[src/sv/stok_pkg.sv]
`timescale 1ns / 1ps
// Package for the script tokenizer: sizes, character codes, enums and the
// result and bundle structs passed between the front, the queue and the back.
package stok_pkg;

    localparam int TOKEN_CHARS = 256;
    localparam int CNT_W       = $clog2(TOKEN_CHARS + 1);
    localparam int LEN_W       = 9;
    localparam int LINE_W      = 24;
    localparam int CFG_IDX_W   = 1;
    localparam int CFG_DATA_W  = 24;
    localparam int MAX_RES     = 3;
    localparam int NRES_W      = 2;
    localparam int QDEPTH      = 4;
    localparam int QPTR_W      = $clog2(QDEPTH);
    localparam int QCNT_W      = $clog2(QDEPTH + 1);

    localparam logic [LINE_W-1:0] LINE_MAX   = '1;
    localparam logic [LINE_W-1:0] LINE_RESET = LINE_W'(1);

    localparam logic [CFG_IDX_W-1:0] CFG_ALLOW      = 1'b0;
    localparam logic [CFG_IDX_W-1:0] CFG_FIRST_LINE = 1'b1;

    localparam logic [7:0] CH_EOT    = 8'h00;
    localparam logic [7:0] CH_NL     = 8'h0A;
    localparam logic [7:0] CH_SPACE  = 8'h20;
    localparam logic [7:0] CH_QUOTE  = 8'h22;
    localparam logic [7:0] CH_STAR   = 8'h2A;
    localparam logic [7:0] CH_SLASH  = 8'h2F;
    localparam logic [7:0] CH_LT     = 8'h3C;
    localparam logic [7:0] CH_GT     = 8'h3E;
    localparam logic [7:0] CH_LBRACK = 8'h5B;
    localparam logic [7:0] CH_RBRACK = 8'h5D;

    typedef enum logic [1:0] {
        KIND_BYTE,
        KIND_END,
        KIND_BREAK,
        KIND_EOT
    } kind_t;

    typedef enum logic [1:0] {
        CLS_WORD,
        CLS_QUOTED,
        CLS_ANGLE,
        CLS_COND
    } cls_t;

    typedef enum logic [2:0] {
        PH_BETWEEN,
        PH_SLASH,
        PH_LINE,
        PH_BLOCK,
        PH_STAR,
        PH_WORD,
        PH_SCOPED
    } phase_t;

    typedef struct packed {
        kind_t            kind;
        logic [7:0]       data;
        cls_t             cls;
        logic [LEN_W-1:0] len;
        logic             disc;
    } res_t;

    // All results caused by one text byte, in order, with the line count.
    typedef struct packed {
        res_t [MAX_RES-1:0] res;
        logic [NRES_W-1:0]  n;
        logic [LINE_W-1:0]  line;
    } bundle_t;

endpackage

[src/sv/stok_ifs.sv]
`timescale 1ns / 1ps
// Channel interfaces of the script tokenizer: text byte input and result output.
// Depends on stok_pkg for the field widths.
interface stok_in_if;
    import stok_pkg::*;

    logic       valid;
    logic       ready;
    logic [7:0] ch;

    modport source (output valid, output ch, input ready);
    modport sink (input valid, input ch, output ready);
endinterface

interface stok_out_if;
    import stok_pkg::*;

    logic              valid;
    logic              ready;
    logic [1:0]        kind;
    logic [7:0]        byte_out;
    logic [1:0]        token_class;
    logic [LEN_W-1:0]  token_length;
    logic              discard;
    logic [LINE_W-1:0] line_number;
    logic              last;

    modport source (
        output valid, output kind, output byte_out, output token_class,
        output token_length, output discard, output line_number, output last,
        input ready
    );
    modport sink (
        input valid, input kind, input byte_out, input token_class,
        input token_length, input discard, input line_number, input last,
        output ready
    );
endinterface

[src/sv/script_tokenizer_unit.sv]
`timescale 1ns / 1ps
// Script tokenizer: one text byte is taken per clock cycle while the four-entry
// result queue has room, and results leave at one per cycle while the receiver
// is ready. A byte that causes no result puts nothing in the queue; the results
// of one byte (up to three) leave one after another, and the queue between the
// lexer front end and the output back end absorbs such bursts, so the input
// stalls only when results pile up faster than the output takes them. Results
// pass through a queue entry and the back-end register. Configuration writes
// take effect on the next edge; writing first_line also reloads the line
// counter. Depends on stok_pkg, stok_ifs, stok_front, stok_queue and stok_back.
module script_tokenizer_unit (
    input  logic                            clk,
    input  logic                            rst_n,
    stok_in_if.sink                         in_ch,
    stok_out_if.source                      out_ch,
    input  logic                            cfg_we,
    input  logic [stok_pkg::CFG_IDX_W-1:0]  cfg_index,
    input  logic [stok_pkg::CFG_DATA_W-1:0] cfg_data
);
    import stok_pkg::*;

    bundle_t push_data;
    bundle_t pop_data;
    logic    push;
    logic    push_ready;
    logic    pop;
    logic    pop_valid;

    stok_front u_front (
        .clk       (clk),
        .rst_n     (rst_n),
        .in_ch     (in_ch),
        .cfg_we    (cfg_we),
        .cfg_index (cfg_index),
        .cfg_data  (cfg_data),
        .q_ready   (push_ready),
        .q_push    (push),
        .q_data    (push_data)
    );

    stok_queue u_queue (
        .clk       (clk),
        .rst_n     (rst_n),
        .push      (push),
        .data_in   (push_data),
        .in_ready  (push_ready),
        .out_valid (pop_valid),
        .pop       (pop),
        .data_out  (pop_data)
    );

    stok_back u_back (
        .clk     (clk),
        .rst_n   (rst_n),
        .q_valid (pop_valid),
        .q_data  (pop_data),
        .q_pop   (pop),
        .out_ch  (out_ch)
    );

endmodule

[src/sv/stok_front.sv]
`timescale 1ns / 1ps
// Front end of the script tokenizer: takes text bytes, runs the lexer state
// and forms one bundle of results per byte. Depends on stok_pkg, stok_in_if.
module stok_front (
    input  logic                               clk,
    input  logic                               rst_n,
    stok_in_if.sink                            in_ch,
    input  logic                               cfg_we,
    input  logic [stok_pkg::CFG_IDX_W-1:0]     cfg_index,
    input  logic [stok_pkg::CFG_DATA_W-1:0]    cfg_data,
    input  logic                               q_ready,
    output logic                               q_push,
    output stok_pkg::bundle_t                  q_data
);
    import stok_pkg::*;

    phase_t            phase_reg, phase_next;
    cls_t              cls_reg, cls_next;
    logic [CNT_W-1:0]  cnt_reg, cnt_next;
    logic [LINE_W-1:0] line_reg, line_next;
    logic              nl_seen_reg, nl_seen_next;
    logic              ended_reg, ended_next;
    logic              allow_reg;

    res_t [MAX_RES-1:0] res;
    logic [NRES_W-1:0]  n;
    logic [7:0]         c;
    logic [7:0]         endsym;
    logic [LINE_W-1:0]  line_sat;
    logic               accept;

    function automatic res_t mk_res(kind_t k, logic [7:0] d, cls_t cl,
                                    logic [CNT_W-1:0] l, logic disc);
        res_t r;
        r.kind = k;
        r.data = d;
        r.cls  = cl;
        r.len  = LEN_W'(l);
        r.disc = disc;
        return r;
    endfunction

    assign c        = in_ch.ch;
    assign line_sat = (line_reg != LINE_MAX) ? line_reg + LINE_W'(1) : line_reg;
    assign accept   = in_ch.valid && in_ch.ready;

    always_comb
    begin
        case (cls_reg)
            CLS_QUOTED: endsym = CH_QUOTE;
            CLS_ANGLE:  endsym = CH_GT;
            default:    endsym = CH_RBRACK;
        endcase
    end

    always_comb
    begin
        phase_next   = phase_reg;
        cls_next     = cls_reg;
        cnt_next     = cnt_reg;
        line_next    = line_reg;
        nl_seen_next = nl_seen_reg;
        ended_next   = ended_reg;
        res          = '0;
        n            = '0;

        if (ended_reg)
        begin
            res[n] = mk_res(KIND_EOT, 8'h00, CLS_WORD, '0, 1'b0);
            n      = n + NRES_W'(1);
        end
        else
        begin
            case (phase_reg)
                PH_SLASH:
                begin
                    if (c == CH_SLASH)
                    begin
                        phase_next = PH_LINE;
                    end
                    else if (c == CH_STAR)
                    begin
                        phase_next = PH_BLOCK;
                    end
                    else
                    begin
                        // A lone slash turns out to start a word.
                        phase_next = PH_WORD;
                        res[n]     = mk_res(KIND_BYTE, CH_SLASH, CLS_WORD, '0, 1'b0);
                        n          = n + NRES_W'(1);
                        cnt_next   = CNT_W'(1);
                        if (c > CH_SPACE)
                        begin
                            res[n]   = mk_res(KIND_BYTE, c, CLS_WORD, '0, 1'b0);
                            n        = n + NRES_W'(1);
                            cnt_next = CNT_W'(2);
                        end
                        else
                        begin
                            res[n]     = mk_res(KIND_END, 8'h00, CLS_WORD, cnt_next, 1'b0);
                            n          = n + NRES_W'(1);
                            phase_next = PH_BETWEEN;
                            if (c == CH_EOT)
                            begin
                                res[n]     = mk_res(KIND_EOT, 8'h00, CLS_WORD, '0, 1'b0);
                                n          = n + NRES_W'(1);
                                ended_next = 1'b1;
                            end
                            else if (c == CH_NL)
                            begin
                                line_next    = line_sat;
                                nl_seen_next = 1'b1;
                            end
                        end
                    end
                end

                PH_LINE:
                begin
                    if (c == CH_EOT)
                    begin
                        res[n]     = mk_res(KIND_EOT, 8'h00, CLS_WORD, '0, 1'b0);
                        n          = n + NRES_W'(1);
                        ended_next = 1'b1;
                        phase_next = PH_BETWEEN;
                    end
                    else if (c == CH_NL)
                    begin
                        line_next    = line_sat;
                        nl_seen_next = 1'b1;
                        phase_next   = PH_BETWEEN;
                    end
                end

                PH_BLOCK, PH_STAR:
                begin
                    if (c == CH_EOT)
                    begin
                        res[n]     = mk_res(KIND_EOT, 8'h00, CLS_WORD, '0, 1'b0);
                        n          = n + NRES_W'(1);
                        ended_next = 1'b1;
                        phase_next = PH_BETWEEN;
                    end
                    else if (phase_reg == PH_STAR && c == CH_SLASH)
                    begin
                        phase_next = PH_BETWEEN;
                    end
                    else if (c == CH_STAR)
                    begin
                        phase_next = PH_STAR;
                    end
                    else
                    begin
                        // Newlines inside a block comment count but never break.
                        if (c == CH_NL)
                        begin
                            line_next = line_sat;
                        end
                        phase_next = PH_BLOCK;
                    end
                end

                PH_WORD:
                begin
                    if (c > CH_SPACE)
                    begin
                        if (cnt_reg < CNT_W'(TOKEN_CHARS))
                        begin
                            res[n]   = mk_res(KIND_BYTE, c, CLS_WORD, '0, 1'b0);
                            n        = n + NRES_W'(1);
                            cnt_next = cnt_reg + CNT_W'(1);
                        end
                    end
                    else
                    begin
                        res[n]     = mk_res(KIND_END, 8'h00, CLS_WORD, cnt_reg,
                                            cnt_reg >= CNT_W'(TOKEN_CHARS));
                        n          = n + NRES_W'(1);
                        phase_next = PH_BETWEEN;
                        if (c == CH_EOT)
                        begin
                            res[n]     = mk_res(KIND_EOT, 8'h00, CLS_WORD, '0, 1'b0);
                            n          = n + NRES_W'(1);
                            ended_next = 1'b1;
                        end
                        else if (c == CH_NL)
                        begin
                            line_next    = line_sat;
                            nl_seen_next = 1'b1;
                        end
                    end
                end

                PH_SCOPED:
                begin
                    if (c == endsym)
                    begin
                        // The closing bracket of a conditional is always kept.
                        if (cls_reg == CLS_COND)
                        begin
                            res[n]   = mk_res(KIND_BYTE, c, CLS_COND, '0, 1'b0);
                            n        = n + NRES_W'(1);
                            cnt_next = cnt_reg + CNT_W'(1);
                        end
                        res[n]     = mk_res(KIND_END, 8'h00, cls_reg, cnt_next, 1'b0);
                        n          = n + NRES_W'(1);
                        phase_next = PH_BETWEEN;
                    end
                    else if (c == CH_EOT)
                    begin
                        res[n]     = mk_res(KIND_END, 8'h00, cls_reg, cnt_reg, 1'b0);
                        n          = n + NRES_W'(1);
                        res[n]     = mk_res(KIND_EOT, 8'h00, CLS_WORD, '0, 1'b0);
                        n          = n + NRES_W'(1);
                        ended_next = 1'b1;
                        phase_next = PH_BETWEEN;
                    end
                    else if (cnt_reg < CNT_W'(TOKEN_CHARS - 1))
                    begin
                        res[n]   = mk_res(KIND_BYTE, c, cls_reg, '0, 1'b0);
                        n        = n + NRES_W'(1);
                        cnt_next = cnt_reg + CNT_W'(1);
                    end
                end

                default:
                begin
                    phase_next = PH_BETWEEN;
                    if (c == CH_EOT)
                    begin
                        res[n]     = mk_res(KIND_EOT, 8'h00, CLS_WORD, '0, 1'b0);
                        n          = n + NRES_W'(1);
                        ended_next = 1'b1;
                    end
                    else if (c <= CH_SPACE)
                    begin
                        if (c == CH_NL)
                        begin
                            line_next    = line_sat;
                            nl_seen_next = 1'b1;
                        end
                    end
                    else
                    begin
                        if (nl_seen_reg && !allow_reg)
                        begin
                            res[n] = mk_res(KIND_BREAK, 8'h00, CLS_WORD, '0, 1'b0);
                            n      = n + NRES_W'(1);
                        end
                        nl_seen_next = 1'b0;
                        cnt_next     = '0;
                        cls_next     = CLS_WORD;
                        if (c == CH_SLASH)
                        begin
                            phase_next = PH_SLASH;
                        end
                        else if (c inside {CH_QUOTE, CH_LT, CH_LBRACK})
                        begin
                            phase_next = PH_SCOPED;
                            if (c == CH_QUOTE)
                            begin
                                cls_next = CLS_QUOTED;
                            end
                            else if (c == CH_LT)
                            begin
                                cls_next = CLS_ANGLE;
                            end
                            else
                            begin
                                cls_next = CLS_COND;
                                res[n]   = mk_res(KIND_BYTE, c, CLS_COND, '0, 1'b0);
                                n        = n + NRES_W'(1);
                                cnt_next = CNT_W'(1);
                            end
                        end
                        else
                        begin
                            phase_next = PH_WORD;
                            res[n]     = mk_res(KIND_BYTE, c, CLS_WORD, '0, 1'b0);
                            n          = n + NRES_W'(1);
                            cnt_next   = CNT_W'(1);
                        end
                    end
                end
            endcase
        end
    end

    always_ff @(posedge clk or negedge rst_n)
    begin
        if (!rst_n)
        begin
            phase_reg   <= PH_BETWEEN;
            cls_reg     <= CLS_WORD;
            cnt_reg     <= '0;
            line_reg    <= LINE_RESET;
            nl_seen_reg <= 1'b0;
            ended_reg   <= 1'b0;
            allow_reg   <= 1'b1;
        end
        else
        begin
            if (accept)
            begin
                phase_reg   <= phase_next;
                cls_reg     <= cls_next;
                cnt_reg     <= cnt_next;
                nl_seen_reg <= nl_seen_next;
                ended_reg   <= ended_next;
            end
            // Writing first_line reloads the line counter.
            if (cfg_we && cfg_index == CFG_FIRST_LINE)
            begin
                line_reg <= cfg_data[LINE_W-1:0];
            end
            else if (accept)
            begin
                line_reg <= line_next;
            end
            if (cfg_we && cfg_index == CFG_ALLOW)
            begin
                allow_reg <= cfg_data[0];
            end
        end
    end

    assign in_ch.ready = q_ready;
    assign q_push      = accept && (n != '0);
    assign q_data.res  = res;
    assign q_data.n    = n;
    assign q_data.line = line_reg;

endmodule

[src/sv/stok_queue.sv]
`timescale 1ns / 1ps
// Short bundle queue between the tokenizer front and back ends.
// Depends on stok_pkg for the bundle type and depth.
module stok_queue (
    input  logic              clk,
    input  logic              rst_n,
    input  logic              push,
    input  stok_pkg::bundle_t data_in,
    output logic              in_ready,
    output logic              out_valid,
    input  logic              pop,
    output stok_pkg::bundle_t data_out
);
    import stok_pkg::*;

    bundle_t           q_reg [QDEPTH];
    logic [QPTR_W-1:0] wr_ptr_reg, rd_ptr_reg;
    logic [QCNT_W-1:0] count_reg, count_next;
    logic              do_push, do_pop;

    assign in_ready  = (count_reg != QCNT_W'(QDEPTH));
    assign out_valid = (count_reg != '0);
    assign do_push   = push && in_ready;
    assign do_pop    = pop && out_valid;
    assign data_out  = q_reg[rd_ptr_reg];

    always_comb
    begin
        count_next = count_reg;
        if (do_push && !do_pop)
        begin
            count_next = count_reg + QCNT_W'(1);
        end
        else if (do_pop && !do_push)
        begin
            count_next = count_reg - QCNT_W'(1);
        end
    end

    always_ff @(posedge clk or negedge rst_n)
    begin
        if (!rst_n)
        begin
            wr_ptr_reg <= '0;
            rd_ptr_reg <= '0;
            count_reg  <= '0;
        end
        else
        begin
            count_reg <= count_next;
            if (do_push)
            begin
                wr_ptr_reg <= wr_ptr_reg + QPTR_W'(1);
            end
            if (do_pop)
            begin
                rd_ptr_reg <= rd_ptr_reg + QPTR_W'(1);
            end
        end
    end

    always_ff @(posedge clk)
    begin
        if (do_push)
        begin
            q_reg[wr_ptr_reg] <= data_in;
        end
    end

endmodule

[src/sv/stok_back.sv]
`timescale 1ns / 1ps
// Back end of the script tokenizer: holds one bundle and hands out its results
// one transfer at a time. Depends on stok_pkg and stok_out_if.
module stok_back (
    input  logic              clk,
    input  logic              rst_n,
    input  logic              q_valid,
    input  stok_pkg::bundle_t q_data,
    output logic              q_pop,
    stok_out_if.source        out_ch
);
    import stok_pkg::*;

    bundle_t           cur_reg;
    logic              cur_valid_reg;
    logic [NRES_W-1:0] idx_reg;
    res_t              cur_res;
    logic              is_last;
    logic              out_fire;

    assign cur_res  = cur_reg.res[idx_reg];
    assign is_last  = (idx_reg == cur_reg.n - NRES_W'(1));
    assign out_fire = cur_valid_reg && out_ch.ready;
    // The next bundle moves in on the same edge as the last result leaves.
    assign q_pop    = q_valid && (!cur_valid_reg || (out_fire && is_last));

    always_ff @(posedge clk or negedge rst_n)
    begin
        if (!rst_n)
        begin
            cur_valid_reg <= 1'b0;
            idx_reg       <= '0;
        end
        else
        begin
            if (q_pop)
            begin
                cur_valid_reg <= 1'b1;
                idx_reg       <= '0;
            end
            else if (out_fire && is_last)
            begin
                cur_valid_reg <= 1'b0;
                idx_reg       <= '0;
            end
            else if (out_fire)
            begin
                idx_reg <= idx_reg + NRES_W'(1);
            end
        end
    end

    always_ff @(posedge clk)
    begin
        if (q_pop)
        begin
            cur_reg <= q_data;
        end
    end

    assign out_ch.valid        = cur_valid_reg;
    assign out_ch.kind         = cur_res.kind;
    assign out_ch.byte_out     = cur_res.data;
    assign out_ch.token_class  = cur_res.cls;
    assign out_ch.token_length = cur_res.len;
    assign out_ch.discard      = cur_res.disc;
    assign out_ch.line_number  = cur_reg.line;
    assign out_ch.last         = is_last;

endmodule

[src/flat_wrapper.sv]
// flat-port wrapper written by rule: the top's interface ports become plain ports
module script_tokenizer_unit_flat import stok_pkg::*;
  (clk, rst_n, cfg_we, cfg_index, cfg_data, in_ch_valid, in_ch_ch, in_ch_ready, out_ch_valid, out_ch_kind, out_ch_byte_out, out_ch_token_class, out_ch_token_length, out_ch_discard, out_ch_line_number, out_ch_last, out_ch_ready);
  stok_in_if in_ch_i ();
  stok_out_if out_ch_i ();
  input  logic clk;
  input  logic rst_n;
  input  logic cfg_we;
  input  logic [stok_pkg::CFG_IDX_W-1:0] cfg_index;
  input  logic [stok_pkg::CFG_DATA_W-1:0] cfg_data;
  input wire logic [$bits(in_ch_i.valid)-1:0] in_ch_valid;
  input wire logic [$bits(in_ch_i.ch)-1:0] in_ch_ch;
  output wire logic [$bits(in_ch_i.ready)-1:0] in_ch_ready;
  output wire logic [$bits(out_ch_i.valid)-1:0] out_ch_valid;
  output wire logic [$bits(out_ch_i.kind)-1:0] out_ch_kind;
  output wire logic [$bits(out_ch_i.byte_out)-1:0] out_ch_byte_out;
  output wire logic [$bits(out_ch_i.token_class)-1:0] out_ch_token_class;
  output wire logic [$bits(out_ch_i.token_length)-1:0] out_ch_token_length;
  output wire logic [$bits(out_ch_i.discard)-1:0] out_ch_discard;
  output wire logic [$bits(out_ch_i.line_number)-1:0] out_ch_line_number;
  output wire logic [$bits(out_ch_i.last)-1:0] out_ch_last;
  input wire logic [$bits(out_ch_i.ready)-1:0] out_ch_ready;
  assign in_ch_i.valid = in_ch_valid;
  assign in_ch_i.ch = in_ch_ch;
  assign in_ch_ready = in_ch_i.ready;
  assign out_ch_valid = out_ch_i.valid;
  assign out_ch_kind = out_ch_i.kind;
  assign out_ch_byte_out = out_ch_i.byte_out;
  assign out_ch_token_class = out_ch_i.token_class;
  assign out_ch_token_length = out_ch_i.token_length;
  assign out_ch_discard = out_ch_i.discard;
  assign out_ch_line_number = out_ch_i.line_number;
  assign out_ch_last = out_ch_i.last;
  assign out_ch_i.ready = out_ch_ready;
  script_tokenizer_unit u_core (.clk(clk), .rst_n(rst_n), .in_ch(in_ch_i), .out_ch(out_ch_i), .cfg_we(cfg_we), .cfg_index(cfg_index), .cfg_data(cfg_data));
endmodule
[config.mk]
export PLATFORM = sky130hd
export DESIGN_NAME = script_tokenizer_unit_flat
export DESIGN_NICKNAME = d
export VERILOG_FILES = /design/src/sv/stok_pkg.sv /design/src/sv/stok_ifs.sv /design/src/sv/script_tokenizer_unit.sv /design/src/sv/stok_front.sv /design/src/sv/stok_queue.sv /design/src/sv/stok_back.sv /design/src/flat_wrapper.sv
export SDC_FILE = /design/constraint.sdc
export NUM_CORES = 1
export LEC_CHECK = 0
export BUFFER_PORTS_ARGS = -buffer_cell sky130_fd_sc_hd__buf_2
export CORE_MARGIN = 3
export CORE_UTILIZATION = 24
export CTS_BUF_LIST = sky130_fd_sc_hd__clkbuf_2
export DETAILED_ROUTE_END_ITERATION = 10
export SETUP_SLACK_MARGIN = 0.5
export SLEW_MARGIN = 40
export SYNTH_ARGS = -nofsm -noshare
export SYNTH_HDL_FRONTEND = slang
export SYNTH_HIERARCHICAL = 1
export SYNTH_SLANG_ARGS = --single-unit
export TNS_END_PERCENT = 30
[constraint.sdc]
create_clock -name clk -period 6 [get_ports clk]
set_clock_uncertainty 0.1 [all_clocks]
set_input_delay 1.2 -clock clk [delete_from_list [all_inputs] [get_ports clk]]
set_output_delay 1.2 -clock clk [all_outputs]
set_load 0.005 [all_outputs]
=== Word level (Yosys, flattened, before mapping) ===
Memory sizes are Yosys's and may differ from the RTL's. A register that Yosys moved wholly into a read port is not among the register bits.
Cells that the tools add are included.

* Input bits: 38
* Logic and storage cells: 266
* Memories kept: 1
* Bits in registers: 51
* Output and inout port bits: 49
* RAM bits: 368

{| class="wikitable"
|+ Memory list
! name !! depth !! width !! rd ports !! clocked after Yosys merged registers in !! write ports !! RTL line !! RTL
|-
| u_core.u_queue.q_reg || 4 || 92 || 1 || 1 || 1 || stok_queue.sv:16 || <nowiki>bundle_t q_reg [QDEPTH];</nowiki>
|}

* Equality and inequality tests: 39
* Bitwise operators: 7
* Order comparisons: 10
* Add/sub/neg operators: 10
* Muxes and demuxes: 148
* Reduce and logical (&&, ||, !) cells: 39

{| class="wikitable"
|+ Operators by type and width
! kind !! count
|-
| $mux 66 || 7
|-
| $mux 22 || 16
|-
| $mux 24 || 14
|-
| $bwmux 66 || 3
|-
| $pmux 22 s4 || 2
|-
| $mux 9 || 15
|-
| $mux 44 || 3
|-
| $pmux 24 s5 || 1
|-
| $demux 22 s2 || 2
|-
| $pmux 22 s3 || 1
|-
| $mux 21 || 3
|-
| $mux 20 || 3
|-
| $mux 2 || 28
|-
| $mux 3 || 16
|-
| $bmux 22 s2 || 1
|-
| $pmux 9 s4 || 1
|-
| $eq 8x6->1 const B || 4
|-
| $ne 3x3->1 const B || 10
|-
| $mux 1 || 27
|-
| $add 24x1->24 const B || 1
|-
| $ne 24x24->1 const B || 1
|-
| $logic_and 1x1->1 || 15
|-
| $pmux 3 s5 || 1
|-
| $pmux 7 s2 || 1
|-
| 43 further kinds || 77
|}

=== Depth between registers and ports, before layout ===
* Depth in word-level cells: 23
* Mapped depth: 15
* Gate-level depth less buffers: 15

=== Cells and area by module ===
Netlist, hierarchy kept.

{| class="wikitable"
|+ Modules (own cells, without submodules)
! module !! sequential area each (um^2) !! area an instance (um^2) !! cells each !! instances
|-
| stok_queue || 11225.8 || 13750.7 || 516 || 1
|-
| stok_front || 1028.5 || 4063.9 || 516 || 1
|-
| stok_back || 2837.7 || 3622.2 || 217 || 1
|}

=== Least setup slack after synthesis ===
Ideal clock, no wire load.

* Path kind: input to register
* Start: input in_ch_ch[1]
* End: memory u_core/u_queue/q_reg[2][0] in the netlist's numbering (enable)
* Buffers on the path: 1
* Required time: 5439 ps
* Library setup time: 461 ps
* Setup slack: 301 ps
* Arrival: 5138 ps
* Stages on the path: 9
* Cell sequence: buf_2 and4b_1 o21ai_1 nand2_2 or3_1 a211oi_1 o311a_1 a21boi_2 and2_1

* Longest elaborated chain between the ends: 14
* Elaborated cells on any way between the ends: 32
* Those cells by class: 2 x order compare; 6 x eq/ne; 19 x mux; 5 x reduce/logical

{| class="wikitable"
|+ Ends and longest elaborated chain
! what !! RTL line !! RTL
|-
| start, declared || flat_wrapper.sv:12 || <nowiki>input wire logic [$bits(in_ch_i.ch)-1:0] in_ch_ch;</nowiki>
|-
| $eq 8x6->1 || stok_front.sv:257, stok_front.sv:264 ||
|-
| $mux 2 || stok_front.sv:264 || <nowiki>else if (c == CH_LT)</nowiki>
|-
| $mux 2 || stok_front.sv:260 || <nowiki>if (c == CH_QUOTE)</nowiki>
|-
| $mux 2 || stok_front.sv:257 || <nowiki>else if (c inside {CH_QUOTE, CH_LT, CH_LBRACK})</nowiki>
|-
| $mux 2 || stok_front.sv:253 || <nowiki>if (c == CH_SLASH)</nowiki>
|-
| $mux 2 || stok_front.sv:235 || <nowiki>else if (c <= CH_SPACE)</nowiki>
|-
| $mux 2 || stok_front.sv:229 || <nowiki>if (c == CH_EOT)</nowiki>
|-
| $pmux 2 s4 (*) || stok_front.sv:74 || <nowiki>case (phase_reg)</nowiki>
|-
| $mux 2 (*) || stok_front.sv:67 || <nowiki>if (ended_reg)</nowiki>
|-
| $reduce_bool 2->1 (*) || stok_front.sv:328 || <nowiki>assign q_push = accept && (n != '0);</nowiki>
|-
| $logic_and 1x1->1 (*) || stok_front.sv:328 ||
|-
| named net u_core.push || script_tokenizer_unit.sv:24 || <nowiki>logic push;</nowiki>
|-
| $logic_and 1x1->1 (*) || stok_queue.sv:23 || <nowiki>assign do_push = push && in_ready;</nowiki>
|-
| named net u_core.u_queue.do_push || stok_queue.sv:19 || <nowiki>logic do_push, do_pop;</nowiki>
|-
| $mux 1 (*) || stok_queue.sv:64 || <nowiki>if (do_push)</nowiki>
|-
| $mux 1 (implied by the code) (*) || stok_queue.sv:66 || <nowiki>q_reg[wr_ptr_reg] <= data_in;</nowiki>
|-
| end, declared || stok_queue.sv:16 ||
|}

The timed path passes the listed nets; every way through them passes the cells marked *.

=== Worst setup path after layout ===
* Start: register u_core.u_back.idx_reg[1]
* End: output out_ch_token_length[0]

* Longest elaborated chain between the ends: 2

{| class="wikitable"
|+ Ends and longest elaborated chain
! what !! RTL line !! RTL
|-
| start, declared || stok_back.sv:16 || <nowiki>logic [NRES_W-1:0] idx_reg;</nowiki>
|-
| start signal, assigned || stok_back.sv:48 || <nowiki>idx_reg <= idx_reg + NRES_W'(1);</nowiki>
|-
| $bmux 22 s2 || stok_back.sv:21 || <nowiki>assign cur_res = cur_reg.res[idx_reg];</nowiki>
|-
| $mux 22 (implied by the code) || stok_back.sv:21 ||
|-
| end, declared || flat_wrapper.sv:18 || <nowiki>output wire logic [$bits(out_ch_i.token_length)-1:0] out_ch_token_length;</nowiki>
|}

No other way between the ends. The select of a mux whose other input is x is not followed.

==> results.sh <==
export IMPL_final_nets=1440
export IMPL_synthCells=1249
export IMPL_largest_reg_flops=368
export IMPL_status="finished, final reports clean"
export IMPL_grt_usage=0.101
export IMPL_cts_resized_gates=0
export IMPL_reg2reg_depth=11
export IMPL_min_from="cfg_data[2]"
export IMPL_p_per_area_nw_per_um2=440
export IMPL_dr_total_vias=11400
export IMPL_layout_drive_gt1_share=0.293
export IMPL_place_gp_congestion=0.832
export IMPL_cts_sinks=511
export IMPL_areaGrowthSynthToFinish_pct=12.3
export IMPL_ys_seq_elements=511
export IMPL_core_um2=87700
export IMPL_maxCapViolations=0
export IMPL_r2r_slack_ps=1780
export IMPL_dieArea_um2=92900
export IMPL_critPathCaptureType="output port"
export IMPL_yosysSeqAreaShare=0.704
export IMPL_arrival_ps=3310
export IMPL_r2r_end="u_core/u_queue/q_reg[0][76]$_DFFE_PP_"
export IMPL_place_area_um2=23000
export IMPL_worstSetupPathType="register to output port"
export IMPL_tns_ps=0
export IMPL_r2r_start="u_core/u_front/cls_reg[1]$_DFFE_PN0P_"
export IMPL_grt_antenna_before_repair=4
export IMPL_setup_viol=0
export IMPL_port_buffers=86
export IMPL_post_route_period_util=0.768
export IMPL_firstDrtPassIters=5
export IMPL_start_kind="register"
export IMPL_max_clock_path_buffers=3
export IMPL_rows=108
export IMPL_critPathMaxFanout=12
export IMPL_wl_um=47400
export IMPL_critPathSlowestCell="nor2b_2"
export IMPL_grt_max_degree=58
export IMPL_cts_setup_buffers=0
export IMPL_p_leak_uw=0.00803
export IMPL_htreeDepth=3
export IMPL_synth_cell_types=88
export IMPL_remaining_drc_errors=0
export IMPL_worstPathCellList="nor2b_2, buf_4, nand2_1, o21ai_0, buf_2"
export IMPL_slew_viol_final=0
export IMPL_fin_area_um2=24100
export IMPL_vdd_drop_max_mv=0.191
export IMPL_cts_inserted_buffers=112
export IMPL_worstMarginPinSlew_ps=761
export IMPL_max_slew_margin=0.490
export IMPL_cts_root_buf="clkbuf_2"
export IMPL_finish_utilization=0.274
export IMPL_die_h_um=305
export IMPL_hold_end="u_core/u_front/line_reg[2]$_DFFE_PN0P_"
export IMPL_routedWlPerCell_um=18.0
export IMPL_critPathRequiredTime_ps=4700
export IMPL_die_w_um=305
export IMPL_drtAntennaViolNets=0
export IMPL_finalHoldViolations=0
export IMPL_dp_hpwl_um=31700
export IMPL_cts_tree="built"
export IMPL_rsz0062_at_grt="no"
export IMPL_io_pin_count=87
export IMPL_min_path_cells=3
export IMPL_async_flop_share=0.0998
export IMPL_start_util=0.244
export IMPL_grt_pass1_vias=12000
export IMPL_via_per_inst=4.35
export IMPL_fmax_mhz=217
export IMPL_synth_area_per_cell_um2=17.2
export IMPL_overflow=0
export IMPL_grt_pass1_wl_um=72500
export IMPL_ys_warn_count=6
export IMPL_hold_class="input pin to register"
export IMPL_slowest_delay_ps=690
export IMPL_period_minus_slack_ps=4610
export IMPL_drtIter0Drc=885
export IMPL_synth_main_ff_cell="edfxtp_1"
export IMPL_synth_edf_count=460
export IMPL_worstSkewPairLatency_ps=1100
export IMPL_synthesis_area_um2=21400
export IMPL_clkTransAtPathRegs_ps=120
## synthesized netlist by cell type (5+ instances only)
library cell,instances,area share
o21ai_0,39,0.0091
a211oi_1,7,0.0025
nand4_1,16,0.0047
ha_1,14,0.0082
or3_1,8,0.0023
buf_4,54,0.019
a22o_1,5,0.0020
mux2_2,5,0.0026
nor3_1,14,0.0033
mux4_2,92,0.097
mux2i_1,23,0.011
buf_12,7,0.0065
nor2_1,55,0.0096
nand2b_1,8,0.0023
buf_2,20,0.0047
xnor2_1,14,0.0057
and3_1,10,0.0029
clkbuf_1,24,0.0042
nand2_1,69,0.012
xor2_1,21,0.0086
o21a_1,6,0.0021
dfrtp_1,49,0.057
nand3_1,21,0.0049
and2_1,21,0.0061
o22ai_1,5,0.0015
edfxtp_1,460,0.64
inv_1,16,0.0028
nor3b_1,5,0.0018
nor2b_1,10,0.0029
a21oi_1,52,0.012
## through the flow
| stage | power (uW) | hold slack, ps | std cells | setup slack [ps] |
|---|---|---|---|---|
| finish | 10600 | 252 | 2633 | 1390 |
| global route | 11300 | 134 | 2632 | 1070 |
| CTS | 10800 | 15.1 | 2630 | 1130 |
| detailed placement | 8620 | 383 | 2427 | 1020 |
| global placement | 8510 | 389 | 2425 | 1130 |
| floorplan | 7540 | 365 | 1269 | 301 |
## final cells by class
class | count | area, um^2
Timing Repair Buffer | 112 | 761
Clock buffer | 169 | 846
Multi-Input combinational cell | 634 | 5640
Inverter | 16 | 60.1
Tap cell | 1155 | 1450
Sequential cell | 511 | 15100
Clock inverter | 34 | 218
Fill cell | 8763 | 63600
Antenna cell | 2 | 5.00
## per-layer routing
layer	share of wire	vias up	GRT usage
met4	0.024	0	0.0413
met1	0.43	5852	0.127
met5	0	-	0
met2	0.50	303	0.170
met3	0.051	73	0.0213
li1	-	5217	-
## where the power goes
| part | internal, uW | leakage, uW | total [uW] | switching (uW) |
|---|---|---|---|---|
| Sequential | 4940 | 0.00482 | 5320 | 384 |
| Combinational | 1290 | 0.00241 | 3100 | 1820 |
| Clock | 853 | 0.000803 | 2150 | 1300 |
## worst max-delay path: cells and delay by family, from the launching register on
kind	cells	cell delay, ps
buffers and inverters	2	570
DFF	1	600
and+or+nand+nor	2	760
AOI/OAI and AO/OA	1	280
## repair_timing
action                                  4_1_cts  5_1_grt
hold buffers                                  0        1
endpoints found under the setup margin        0        0
hold endpoints to repair                      0        4
## worst max-delay path by stage
stage,start,endpoint,slack [ps],cells after the start
finish,u_core/u_back/idx_reg[1]$_DFFE_PN0P_,out_ch_token_length[0],1390,5
global route,u_core/u_back/idx_reg[1]$_DFFE_PN0P_,out_ch_token_length[0],1070,5
CTS,u_core/u_back/idx_reg[1]$_DFFE_PN0P_,out_ch_token_length[0],1130,5
detailed placement,in_ch_ch[1],u_core/u_queue/q_reg[0][31]$_DFFE_PP_,1020,10
global placement,in_ch_ch[7],u_core/u_queue/q_reg[0][31]$_DFFE_PP_,1130,11
floorplan,in_ch_ch[1],u_core/u_queue/q_reg[0][0]$_DFFE_PP_,300,9
## cell families after synthesis
family,Yosys count,share of synthesized area
buffers and inverters,124,0.0387
multiplexers,120,0.110
AO/OA/AOI/OAI,165,0.0517
XOR/XNOR,36,0.0151
AND/OR/NAND/NOR,277,0.0712
adder cells (fa/ha/maj),15,0.00911
flip-flops,511,0.704
other,1,0.000175
## cells in the final DEF (no fill, tap or decap), types with 14 or more instances in the layout
cell,count
edfxtp_1,460
o21ai_0,39
xnor2_1,14
buf_2,86
mux4_2,92
clkbuf_2,169
and2_1,17
clkinv_1,23
dfrtp_1,47
xor2_1,21
a21oi_1,52
ha_1,14
inv_1,16
nand3_1,20
conb_1,21
nor2_1,54
nand4_1,16
nand2_1,69
mux2i_1,23
No activity file was read; power rests on OpenSTA's default activity.
